==> src/sv/avsfd_pkg.sv <==
// ----------------------------------------------------------------------------
// AV sync frame decider package
// Shared widths, codes and item types for the frame decider block.
// ----------------------------------------------------------------------------
`default_nettype none

package avsfd_pkg;

	localparam int TIME_BITS    = 48;
	localparam int FRAC_BITS    = 8;
	localparam int COUNT_BITS   = 32;
	localparam int RESYNC_DROPS = 5;

	localparam int CLK_BITS   = TIME_BITS + FRAC_BITS;
	localparam int DRIFT_BITS = TIME_BITS + 1;
	localparam int RUN_BITS   = $clog2(RESYNC_DROPS + 2);
	localparam int SPEED_SHIFT = 8 - FRAC_BITS;

	localparam int DROP_THR_BITS = 25;
	localparam int DUP_THR_BITS  = 24;
	localparam int WINDOW_BITS   = 24;
	localparam int SPEED_BITS    = 16;
	localparam int CFG_ADDR_BITS = 3;
	localparam int CFG_DATA_BITS = 25;

	localparam int ACTION_BITS   = 3;
	localparam int DECISION_BITS = 2;
	localparam int STATE_BITS    = 2;

	localparam int IN_DATA_BITS  = ((TIME_BITS + 7) / 8) * 8;
	localparam int RES_BITS      = DECISION_BITS + TIME_BITS + 2 * DRIFT_BITS
		+ 2 * COUNT_BITS + STATE_BITS + 2;
	localparam int OUT_DATA_BITS = ((RES_BITS + 7) / 8) * 8;

	typedef logic signed [CLK_BITS-1:0]   clk_t;
	typedef logic signed [DRIFT_BITS-1:0] drift_t;
	typedef logic [COUNT_BITS-1:0]        count_t;

	typedef enum logic [ACTION_BITS-1:0] {
		ACT_TICK     = 3'd0,
		ACT_AUDIO_TS = 3'd1,
		ACT_FRAME    = 3'd2,
		ACT_SEEK     = 3'd3,
		ACT_PAUSE    = 3'd4,
		ACT_RESUME   = 3'd5,
		ACT_VIDEO_TS = 3'd6
	} action_e;

	typedef enum logic [DECISION_BITS-1:0] {
		DEC_PRESENT = 2'd0,
		DEC_WAIT    = 2'd1,
		DEC_DROP    = 2'd2
	} decision_e;

	typedef enum logic [STATE_BITS-1:0] {
		PS_IDLE      = 2'd0,
		PS_BUFFERING = 2'd1,
		PS_PLAYING   = 2'd2,
		PS_SEEKING   = 2'd3
	} play_state_e;

	typedef enum logic [CFG_ADDR_BITS-1:0] {
		REG_DROP_THR  = 3'd0,
		REG_DUP_THR   = 3'd1,
		REG_WINDOW    = 3'd2,
		REG_MASTER    = 3'd3,
		REG_SPEED     = 3'd4
	} reg_index_e;

	localparam logic SRC_AUDIO = 1'b0;
	localparam logic SRC_VIDEO = 1'b1;

	typedef struct packed {
		logic [DROP_THR_BITS-1:0] drop_thr;
		logic [DUP_THR_BITS-1:0]  dup_thr;
		logic [WINDOW_BITS-1:0]   window;
		logic                     master;
		logic [SPEED_BITS-1:0]    speed;
	} cfg_t;

	typedef struct packed {
		action_e              action;
		logic [TIME_BITS-1:0] timestamp;
	} in_item_t;

	typedef struct packed {
		logic                  resynced;
		logic                  is_paused;
		play_state_e           play_state;
		count_t                dup_tally;
		count_t                drop_tally;
		drift_t                aud_skew;
		drift_t                vid_skew;
		logic [TIME_BITS-1:0]  clock_now;
		decision_e             decision;
	} result_t;

endpackage

`default_nettype wire

==> src/sv/av_sync_frame_decider_top.sv <==
// ----------------------------------------------------------------------------
// AV sync frame decider
// Master playback clock with drift tracking and drop/wait/present verdicts.
//
//  Channel  Direction  Signals                        Content
//  s_*      in         s_tvalid s_tready s_tuser      action and timestamp
//                      s_tdata
//  m_*      out        m_tvalid m_tready m_tdata      verdict, clock and statistics
//  cfg_*    in         cfg_we cfg_addr cfg_wdata      register writes, no read-back
//
// Every item takes one pass through the core: it is registered on entry, the
// clock, drift and counter update is worked out from the input register and
// written to the core state as the result is registered on exit, and a new
// item can enter every cycle unless the output stalls. Reset loads the register
// defaults, stops the clock and clears all statistics. A stalled output holds
// its item and the input register stops taking items until it moves on.
// ----------------------------------------------------------------------------
`default_nettype none

module av_sync_frame_decider_top (
	input  wire logic                                 clk,
	input  wire logic                                 arst_n,
	input  wire logic                                 s_tvalid,
	output logic                                      s_tready,
	// action
	input  wire logic [avsfd_pkg::ACTION_BITS-1:0]    s_tuser,
	// timestamp
	input  wire logic [avsfd_pkg::IN_DATA_BITS-1:0]   s_tdata,
	output logic                                      m_tvalid,
	input  wire logic                                 m_tready,
	// decision, clock_now, vid_skew, aud_skew, drop_tally,
	// dup_tally, play_state, is_paused, resynced
	output logic [avsfd_pkg::OUT_DATA_BITS-1:0]       m_tdata,
	input  wire logic                                 cfg_we,
	input  wire logic [avsfd_pkg::CFG_ADDR_BITS-1:0]  cfg_addr,
	input  wire logic [avsfd_pkg::CFG_DATA_BITS-1:0]  cfg_wdata
);
	import avsfd_pkg::*;

	cfg_t     cfg;
	in_item_t item;
	result_t  result;
	logic     item_valid;
	logic     take;

	// An item moves into the core only when the output register has room.
	assign take = item_valid && (!m_tvalid || m_tready);

	avsfd_cfg_regs u_cfg (
		.clk       (clk),
		.arst_n    (arst_n),
		.cfg_we    (cfg_we),
		.cfg_addr  (cfg_addr),
		.cfg_wdata (cfg_wdata),
		.cfg       (cfg)
	);

	avsfd_in_reg u_in (
		.clk      (clk),
		.arst_n   (arst_n),
		.s_tvalid (s_tvalid),
		.s_tready (s_tready),
		.s_tuser  (s_tuser),
		.s_tdata  (s_tdata),
		.take     (take),
		.valid    (item_valid),
		.item     (item)
	);

	avsfd_core u_core (
		.clk    (clk),
		.arst_n (arst_n),
		.cfg    (cfg),
		.take   (take),
		.item   (item),
		.result (result)
	);

	avsfd_out_reg u_out (
		.clk      (clk),
		.arst_n   (arst_n),
		.load     (take),
		.result   (result),
		.m_tvalid (m_tvalid),
		.m_tready (m_tready),
		.m_tdata  (m_tdata)
	);

endmodule

`default_nettype wire

==> src/sv/avsfd_cfg_regs.sv <==
// ----------------------------------------------------------------------------
// AV sync frame decider configuration registers
// Write-only register file for thresholds, master source and speed.
// ----------------------------------------------------------------------------
`default_nettype none

module avsfd_cfg_regs (
	input  wire logic                               clk,
	input  wire logic                               arst_n,
	input  wire logic                               cfg_we,
	input  wire logic [avsfd_pkg::CFG_ADDR_BITS-1:0] cfg_addr,
	input  wire logic [avsfd_pkg::CFG_DATA_BITS-1:0] cfg_wdata,
	output avsfd_pkg::cfg_t                          cfg
);
	import avsfd_pkg::*;

	cfg_t cfg_q;

	always_ff @(posedge clk or negedge arst_n) begin
		if (!arst_n) begin
			cfg_q.drop_thr <= DROP_THR_BITS'(-100000);
			cfg_q.dup_thr  <= DUP_THR_BITS'(100000);
			cfg_q.window   <= WINDOW_BITS'(40000);
			cfg_q.master   <= SRC_AUDIO;
			cfg_q.speed    <= SPEED_BITS'(256);
		end else if (cfg_we) begin
			unique case (cfg_addr)
				REG_DROP_THR: cfg_q.drop_thr <= cfg_wdata[DROP_THR_BITS-1:0];
				REG_DUP_THR:  cfg_q.dup_thr  <= cfg_wdata[DUP_THR_BITS-1:0];
				REG_WINDOW:   cfg_q.window   <= cfg_wdata[WINDOW_BITS-1:0];
				REG_MASTER:   cfg_q.master   <= cfg_wdata[0];
				REG_SPEED:    cfg_q.speed    <= cfg_wdata[SPEED_BITS-1:0];
				default: ;
			endcase
		end
	end

	assign cfg = cfg_q;

endmodule

`default_nettype wire

==> src/sv/avsfd_in_reg.sv <==
// ----------------------------------------------------------------------------
// AV sync frame decider input register
// Holds one accepted item until the core has taken it.
// ----------------------------------------------------------------------------
`default_nettype none

module avsfd_in_reg (
	input  wire logic                                clk,
	input  wire logic                                arst_n,
	input  wire logic                                s_tvalid,
	output logic                                     s_tready,
	input  wire logic [avsfd_pkg::ACTION_BITS-1:0]   s_tuser,
	input  wire logic [avsfd_pkg::IN_DATA_BITS-1:0]  s_tdata,
	input  wire logic                                take,
	output logic                                     valid,
	output avsfd_pkg::in_item_t                      item
);
	import avsfd_pkg::*;

	logic     valid_s1;
	in_item_t item_s1;

	assign s_tready = !valid_s1 || take;

	always_ff @(posedge clk or negedge arst_n) begin
		if (!arst_n) begin
			valid_s1 <= 1'b0;
		end else if (s_tready) begin
			valid_s1 <= s_tvalid;
		end
	end

	always_ff @(posedge clk) begin
		if (s_tvalid && s_tready) begin
			item_s1.action    <= action_e'(s_tuser);
			item_s1.timestamp <= s_tdata[TIME_BITS-1:0];
		end
	end

	assign valid = valid_s1;
	assign item  = item_s1;

endmodule

`default_nettype wire

==> src/sv/avsfd_core.sv <==
// ----------------------------------------------------------------------------
// AV sync frame decider core
// Master clock, drift and counter state with the single-pass update logic.
// ----------------------------------------------------------------------------
`default_nettype none

module avsfd_core (
	input  wire logic                 clk,
	input  wire logic                 arst_n,
	input  wire avsfd_pkg::cfg_t      cfg,
	input  wire logic                 take,
	input  wire avsfd_pkg::in_item_t  item,
	output avsfd_pkg::result_t        result
);
	import avsfd_pkg::*;

	localparam clk_t CLK_MAX = {1'b0, {(CLK_BITS-1){1'b1}}};

	clk_t                  master_clock_q, master_clock_d;
	logic                  frozen_q, frozen_d;
	play_state_e           mode_q, mode_d;
	logic [RUN_BITS-1:0]   run_q, run_d, run_inc;
	count_t                drops_q, drops_d, dups_q, dups_d;
	drift_t                vdrift_q, vdrift_d, adrift_q, adrift_d;

	clk_t                  ts_scaled;
	logic signed [TIME_BITS-1:0] ts_s, clk_int;
	drift_t                drift, drop_thr, dup_thr, window;
	logic signed [CLK_BITS:0] tick_sum;
	decision_e             decision;
	logic                  resync;

	assign ts_s      = signed'(item.timestamp);
	assign ts_scaled = clk_t'(ts_s) <<< FRAC_BITS;
	assign clk_int   = master_clock_q[CLK_BITS-1:FRAC_BITS];
	assign drift     = drift_t'(ts_s) - drift_t'(clk_int);
	assign drop_thr  = signed'({{(DRIFT_BITS-DROP_THR_BITS){cfg.drop_thr[DROP_THR_BITS-1]}},
		cfg.drop_thr});
	assign dup_thr   = signed'(DRIFT_BITS'(cfg.dup_thr));
	assign window    = signed'(DRIFT_BITS'(cfg.window));
	assign tick_sum  = (CLK_BITS+1)'(master_clock_q)
		+ signed'((CLK_BITS+1)'(cfg.speed >> SPEED_SHIFT));
	assign run_inc   = run_q + RUN_BITS'(1);

	always_comb begin
		master_clock_d = master_clock_q;
		frozen_d       = frozen_q;
		mode_d         = mode_q;
		run_d          = run_q;
		drops_d        = drops_q;
		dups_d         = dups_q;
		vdrift_d       = vdrift_q;
		adrift_d       = adrift_q;
		decision       = DEC_PRESENT;
		resync         = 1'b0;
		unique case (item.action)
			ACT_TICK: begin
				if (!frozen_q) begin
					// The increment is never negative, so only the top can be crossed.
					if (tick_sum[CLK_BITS] != tick_sum[CLK_BITS-1])
						master_clock_d = CLK_MAX;
					else
						master_clock_d = tick_sum[CLK_BITS-1:0];
				end
			end
			ACT_AUDIO_TS: begin
				if (cfg.master == SRC_AUDIO) begin
					master_clock_d = ts_scaled;
					adrift_d       = '0;
				end else begin
					adrift_d = drift;
				end
			end
			ACT_VIDEO_TS: begin
				if (cfg.master == SRC_VIDEO) begin
					master_clock_d = ts_scaled;
					vdrift_d       = '0;
				end else begin
					vdrift_d = drift;
				end
			end
			ACT_FRAME: begin
				vdrift_d = drift;
				if (drift < drop_thr) begin
					decision = DEC_DROP;
					drops_d  = (drops_q == '1) ? drops_q : drops_q + COUNT_BITS'(1);
					if (run_inc > RUN_BITS'(RESYNC_DROPS)) begin
						// Too many drops in a row: pull the clock onto this frame when video is the master.
						if (cfg.master == SRC_VIDEO) begin
							master_clock_d = ts_scaled;
							vdrift_d       = '0;
						end
						run_d  = '0;
						resync = 1'b1;
					end else begin
						run_d = run_inc;
					end
				end else if (drift > dup_thr) begin
					decision = DEC_WAIT;
					dups_d   = (dups_q == '1) ? dups_q : dups_q + COUNT_BITS'(1);
				end else begin
					run_d = '0;
					// A frame behind the clock always presents inside the thresholds.
					decision = (drift > window) ? DEC_WAIT : DEC_PRESENT;
				end
			end
			ACT_SEEK: begin
				mode_d         = PS_SEEKING;
				master_clock_d = ts_scaled;
				drops_d        = '0;
				dups_d         = '0;
				vdrift_d       = '0;
				adrift_d       = '0;
				run_d          = '0;
			end
			ACT_PAUSE: begin
				frozen_d = 1'b1;
				mode_d   = PS_IDLE;
			end
			ACT_RESUME: begin
				frozen_d = 1'b0;
				mode_d   = PS_PLAYING;
			end
			default: ;
		endcase
	end

	always_ff @(posedge clk or negedge arst_n) begin
		if (!arst_n) begin
			master_clock_q <= '0;
			frozen_q       <= 1'b1;
			mode_q         <= PS_IDLE;
			run_q          <= '0;
			drops_q        <= '0;
			dups_q         <= '0;
			vdrift_q       <= '0;
			adrift_q       <= '0;
		end else if (take) begin
			master_clock_q <= master_clock_d;
			frozen_q       <= frozen_d;
			mode_q         <= mode_d;
			run_q          <= run_d;
			drops_q        <= drops_d;
			dups_q         <= dups_d;
			vdrift_q       <= vdrift_d;
			adrift_q       <= adrift_d;
		end
	end

	always_comb begin
		result.decision   = decision;
		result.clock_now  = master_clock_d[CLK_BITS-1:FRAC_BITS];
		result.vid_skew   = vdrift_d;
		result.aud_skew   = adrift_d;
		result.drop_tally = drops_d;
		result.dup_tally  = dups_d;
		result.play_state = mode_d;
		result.is_paused  = frozen_d;
		result.resynced   = resync;
	end

endmodule

`default_nettype wire

==> src/sv/avsfd_out_reg.sv <==
// ----------------------------------------------------------------------------
// AV sync frame decider output register
// Holds one result item until the downstream side takes it.
// ----------------------------------------------------------------------------
`default_nettype none

module avsfd_out_reg (
	input  wire logic                                clk,
	input  wire logic                                arst_n,
	input  wire logic                                load,
	input  wire avsfd_pkg::result_t                  result,
	output logic                                     m_tvalid,
	input  wire logic                                m_tready,
	output logic [avsfd_pkg::OUT_DATA_BITS-1:0]      m_tdata
);
	import avsfd_pkg::*;

	logic    valid_q;
	result_t result_q;

	always_ff @(posedge clk or negedge arst_n) begin
		if (!arst_n) begin
			valid_q <= 1'b0;
		end else if (load) begin
			valid_q <= 1'b1;
		end else if (m_tready) begin
			valid_q <= 1'b0;
		end
	end

	always_ff @(posedge clk) begin
		if (load) begin
			result_q <= result;
		end
	end

	assign m_tvalid = valid_q;
	assign m_tdata  = OUT_DATA_BITS'(result_q);

endmodule

`default_nettype wire

==> config.mk <==
export PLATFORM = sky130hd
export DESIGN_NAME = av_sync_frame_decider_top
export DESIGN_NICKNAME = d
export VERILOG_FILES = /design/src/sv/avsfd_pkg.sv /design/src/sv/av_sync_frame_decider_top.sv /design/src/sv/avsfd_cfg_regs.sv /design/src/sv/avsfd_in_reg.sv /design/src/sv/avsfd_core.sv /design/src/sv/avsfd_out_reg.sv
export SDC_FILE = /design/constraint.sdc
export NUM_CORES = 1
export LEC_CHECK = 0
export BUFFER_PORTS_ARGS = -buffer_cell sky130_fd_sc_hd__clkbuf_2
export CORE_ASPECT_RATIO = 1.75
export CORE_MARGIN = 3
export CORE_UTILIZATION = 40
export DETAILED_ROUTE_END_ITERATION = 10
export GPL_TIMING_DRIVEN = 0
export HOLD_SLACK_MARGIN = 0.03
export PLACE_DENSITY = 0.63
export SYNTH_ARGS = -nofsm -noshare
export SYNTH_HDL_FRONTEND = slang
export SYNTH_SLANG_ARGS = --single-unit
==> constraint.sdc <==
create_clock -name clk -period 21.2 [get_ports clk]
set_input_delay 1.06 -clock clk [delete_from_list [all_inputs] [get_ports clk]]
set_output_delay 1.06 -clock clk [all_outputs]
set_load 0.03 [all_outputs]
# Word level (Yosys, flattened, before mapping)
# Cells that the tools add are included.
dict set report totals {
  word_cells 108
  in_bits 84
  output_inout_bits 218
  reg_bits 583
}
dict set report classes {
  n_lt_le_gt_ge 4
  addsub 5
  reduce_logical 20
  mux 32
  n_eq_ne 18
  n_bitwise 1
}
# op count
set ops {}
lappend ops {{two-way mux 56 bit} 6}
lappend ops {{case mux 56 bit (5 select lines)} 1}
lappend ops {{two-way mux 49 bit} 4}
lappend ops {{two-way mux 32 bit} 5}
lappend ops {{case mux 49 bit (3 select lines)} 1}
lappend ops {{case mux 32 bit (2 select lines)} 2}
lappend ops {{greater-than comparator 49 x 25 -> 1 bit} 2}
lappend ops {{case mux 49 bit (2 select lines)} 1}
lappend ops {{adder 32 x 1 -> 32 bit, second input constant} 2}
lappend ops {{equality test 32 bit, second input constant} 2}
lappend ops {{adder 56 x 17 -> 57 bit} 1}
lappend ops {{< comparator 49 x 25 -> 1 bit} 1}
lappend ops {{subtractor 48 x 48 -> 49 bit} 1}
lappend ops {{equality test 3 x 2 -> 1 bit, second input constant} 4}
lappend ops {{equality test 3 bit, second input constant} 4}
lappend ops {{AND reduction 2 bit} 6}
lappend ops {{two-way mux 3 bit} 3}
lappend ops {{equality test 3 x 1 -> 1 bit, second input constant} 2}
lappend ops {{zero test 3 bit} 2}
lappend ops {{case mux 2 bit (3 select lines)} 1}
lappend ops {{case mux 3 bit (2 select lines)} 1}
lappend ops {{AND reduction 6 bit} 1}
lappend ops {{nonzero test 5 bit} 1}
lappend ops {{two-way mux 1 bit} 4}
lappend ops {{other kinds (15)} 22}

# Depth between registers and ports, before layout
dict set report logic_depth {
  word_depth 5
  ltp_mapped 28
  mapped_depth_nobuf 24
}

# By module
# From an unflattened synthesis, not the netlist that was laid out.
dict set report unflattened {
  cells_unflattened 3156
  hier_area_um2 33166.8
}
# mod area_per_inst_um2 n_inst cells_per_inst seq_area_each_um2
set by_module_without_submodules {}
lappend by_module_without_submodules {avsfd_core 21610.7 1 2685 5606.6}
lappend by_module_without_submodules {avsfd_out_reg 6522.5 1 219 6511.2}
lappend by_module_without_submodules {avsfd_cfg_regs 3437.0 1 195 2285.9}
lappend by_module_without_submodules {avsfd_in_reg 1585.3 1 55 1556.5}
lappend by_module_without_submodules {av_sync_frame_decider_top 11.3 1 2 0.0}

# Least setup slack after synthesis
# OpenSTA, ideal clock, no wires.
dict set report synth_timing {
  path_kind {in2reg}
  startpoint {input m_tready}
  endpoint {register u_out.result_q, in the netlist u_out.m_tdata[0], enable pin}
  path_stages 5
  path_slack_ns 12.782
  required_ns 20.537
  path_buffers 2
  arrival_ns 7.755
  setup_ns 0.663
  cell_sequence {nand2b_1 nand2_2 inv_2 buf_1 buf_1}
}
dict set report synth_via {
  elab_chain_cells 2
}
# element line_no
set synth_rtl {}
lappend synth_rtl {{start: declaration} av_sync_frame_decider_top.sv:30} ;# input wire logic m_tready,
lappend synth_rtl {{logical OR 1 bit} av_sync_frame_decider_top.sv:47} ;# assign take = item_valid && (!m_tvalid || m_tready);
lappend synth_rtl {{logical AND 1 bit} av_sync_frame_decider_top.sv:47}
lappend synth_rtl {{via take} av_sync_frame_decider_top.sv:44} ;# logic take;
lappend synth_rtl {{end signal: assignment} avsfd_out_reg.sv:33} ;# result_q <= result;
lappend synth_rtl {{end: declaration} avsfd_out_reg.sv:19} ;# result_t result_q;
# The timed path passes the listed nets, and every way through them passes these cells.
# A chain may end at the register's enable or synchronous reset.

==> metrics.md <==
| Metric | Value |
|---|---|
| Post-Syn Area per Cell | `9.72 um^2` |
| Synthesized Nets | `3624` |
| Final wirelength | `130000 um` |
| Cts hold-fix bufs | `0` |
| Vias post-DR | `29000` |
| Share of flip-flops with an asynchronous set or reset | `0.542` |
| Commonest cells in the netlist | `506 x nand2_1, 288 x dfrtp_1, 284 x o21ai_0` |
| Worst R2R Setup Slack | `12.02 ns` |
| Main synth FF type | `dfrtp_1` |
| Clock sinks | `583` |
| Synth area leader | `edfxtp_1` |
| Vias in the first global route | `28900` |
| Post-cts sizing count | `0` |
| Skew-Pair Late Insertion Delay | `0.66 ns` |
| Core ar. | `0.0810 mm^2` |
| Dpl hpwl | `101000 um` |
| Top cells by area, synth | `edfxtp_1 24%, dfrtp_1 22%, ha_1 6.3%, nand2_1 5.8%, o21ai_0 4.3%` |
| Placed Instance Area | `0.0358 mm^2` |
| RR Endpoint | `u_out.m_tdata[12]` |
| Worst r2r path cells | `22` |
| Final Hold Vio Count | `0` |
| Power, Total | `5.05 mW` |
| # rows | `138` |
| Root cell of the clock tree | `clkbuf_16` |
| Crit end category | `flip-flop` |
| Final Max Tran Viols | `0` |
| Post-synth EDFFs | `267` |
| Initial Utilization | `0.405` |
| VDD IR-drop max | `0.0759 mV` |
| Maximum clock frequency | `109 MHz` |
| WS Path Type | `flip-flop to flip-flop` |
| Area grow syn2layout | `15.2%` |
| First-pass GRT wire length | `190000 um` |
| Static Leak | `16.0 nW` |
| Largest net degree at the start of global routing | `96` |
| Final ANT Viol Nets | `0` |
| Initial antenna violation count | `1` |
| Final Util | `0.466` |
| CP max stage delay | `1.03 ns` |
| RSZ-0062 raised after global routing | `false` |
| Most common cell in the netlist | `nand2_1` |
| Clk buf depth | `3` |
| Final instance area | `0.0378 mm^2` |
| Routability cong. | `1.00` |
| Max transition margin | `0.0939` |
| Final setup fails | `0` |
| DRT Pass-1 Iters | `6` |
| Max Cap Violations | `0` |
| Pwr dens | `134 mW/mm^2` |
| Synth Instances | `3373` |
| Die H | `385 um` |
| # H-tree levels | `2` |
| Crit share post-route | `0.433` |
| CP Launch Type | `flip-flop` |
| Slowest-stage cell, CP | `o31ai_1` |
| Drc violations | `0` |
| Setup tns final | `0 ns` |
| # IOs | `302` |
| Synthesis Warnings | `0` |
| Worst path arrival time | `9.56 ns` |
| Hold/Removal Path Class | `input pin to async pin` |
| Die ar. | `0.0855 mm^2` |
| CP startpoint | `u_core.master_clock_q[8]` |
| Flops & latches, synth | `583` |
| Proportion of layout cells with a drive suffix above 1 | `0.146` |
| Yosys cell types | `111` |
| Least-Margin Pin Slew | `1.36 ns` |
| CP Cell Sequence | `ha_1 > fa_1 > nand2b_1 > a21oi_1 > o21ai_1 > a21oi_1 > o21ai_0 > and2_1 > xnor2_1 > ha_1 > and4_1 > a221oi_1 > o21ai_1 > o31ai_1 > nand2_1 > buf_4 > nor2_1 > clkbuf_1 > clkbuf_1 > o21ai_0 > and3_1 > a21oi_1` |
| DR WL/cell | `26.9 um` |
| Setup ws final | `12.02 ns` |
| Cell Area, Synth | `0.0328 mm^2` |
| Clock skew | `0.0355 ns` |
| Dpl ws | `12.18 ns` |
| Placed Cells | `4735` |
| Max FO, Critical Path | `10` |
| Global route overflow | `0` |
| I/O Buffers | `301` |
| Synth top area share | `0.245` |
| Hold Slack | `0.455 ns` |
| Inserted Clock Buffers | `55` |
| CP Data Required Time | `21.58 ns` |
| Vias per cell | `5.99` |
| Horiz. Die Dim | `222 um` |
| Clk slew on worst S/H paths | `0.07 ns` |
| Sequential-to-total area share from yosys stat | `0.487` |
| Fin cells | `4840` |
| Nets | `3993` |
| 1st-iter DRT viols | `2560` |
| RR Startpoint | `u_core.master_clock_q[8]` |
| GRT Resource Usage Total | `0.297` |
| Outcome | `complete, no violations` |
| Setup repair bufs after CTS | `0` |
| Most used cell, CP | `a21oi_1` |
| CTS tree | `built` |
| Tmin final | `9.18 ns` |
where the power goes:
part           switching [mW]  internal [mW]  total, mW  leakage [nW]
clock network           0.484          0.588       1.07         0.923
logic                    1.60          0.753       2.35          8.66
registers               0.157           1.47       1.62          6.42
total                    2.24           2.81       5.05          16.0
worst max path at each step:
stage,endpoint,slack (ns),depth (start not counted)
after CTS,u_out.m_tdata[12],12.19,22
after detailed placement,u_out.m_tdata[12],12.18,22
final,u_out.m_tdata[12],12.02,22
after global placement,u_out.m_tdata[213],8.76,6
after global routing,u_out.m_tdata[12],11.71,23
after floorplan,u_out.m_tdata[0],12.78,5
flip-flops by register name, indices dropped and copies added (netlist names), 32 cells and up:
| signal | count |
|---|---|
| u_core.master_clock_q | 56 |
| u_in.item | 51 |
| u_cfg.cfg | 90 |
| u_core.vdrift_q | 49 |
| u_core.drops_q | 32 |
| u_core.adrift_q | 49 |
| u_out.m_tdata | 216 |
| u_core.dups_q | 32 |
worst max-delay path: cells and delay by family, from the launching register on:
kind | cells | cell delay, ns
fa+ha+maj | 3 | 1.15
simple gates | 6 | 1.24
xor+xnor | 1 | 0.72
flops | 1 | 0.65
buf+inv | 3 | 1.75
compound gates | 9 | 3.36
kinds of logic after synthesis:
family / Yosys count / share of synthesized area
fa+ha+maj: 167 / 0.0642
simple gates: 1135 / 0.162
mux: 31 / 0.0103
buf+inv: 336 / 0.0419
compound gates: 1025 / 0.209
flops: 583 / 0.487
xor+xnor: 96 / 0.0262
area by class of cell:
cell class / count / area [um^2]
Antenna cell: 1 / 2.50
Buffer: 172 / 761
Clock buffer: 70 / 1510
Clock inverter: 34 / 414
Fill cell: 7778 / 43200
Inverter: 164 / 616
Multi-Input combinational cell: 2454 / 15400
Sequential cell: 583 / 16000
Tap cell: 1050 / 1310
Timing Repair Buffer: 312 / 1750
layer usage:
| metal | vias up | wire [um] | track usage | share of wire |
|---|---|---|---|---|
| met4 | 0 | 11200 | 0.214 | 0.086 |
| met1 | 14100 | 47900 | 0.337 | 0.37 |
| met5 | - | 0 | 0 | 0 |
| met3 | 410 | 7220 | 0.0340 | 0.055 |
| met2 | 1291 | 63800 | 0.516 | 0.49 |
| li1 | 13200 | - | - | - |
cell usage in the layout (no fill, tap or decap), drive strengths merged, types with 17 or more instances in the layout:
master	Yosys	routed
nand4	65	65
a21boi	24	24
and2	19	19
buf	37	48
a22o	133	133
dfrtp	288	288
nand2	508	508
clkbuf	135	506
o22ai	29	29
nand2b	30	30
clkinv	1	17
a221oi	17	17
a31oi	30	30
o211ai	21	21
mux2	23	23
ha	165	165
edfxtp	267	267
a21o	55	55
and3	38	38
nor3	56	56
nor2	230	230
xor2	26	26
xnor2	70	70
o21ai	310	310
a211oi	25	25
nand3	85	85
o21a	21	21
a21oi	196	196
nor4	31	31
dfstp	28	28
inv	163	167
o311ai	19	19
a22oi	18	18
Note: power is estimated with default switching activity, not from simulation.
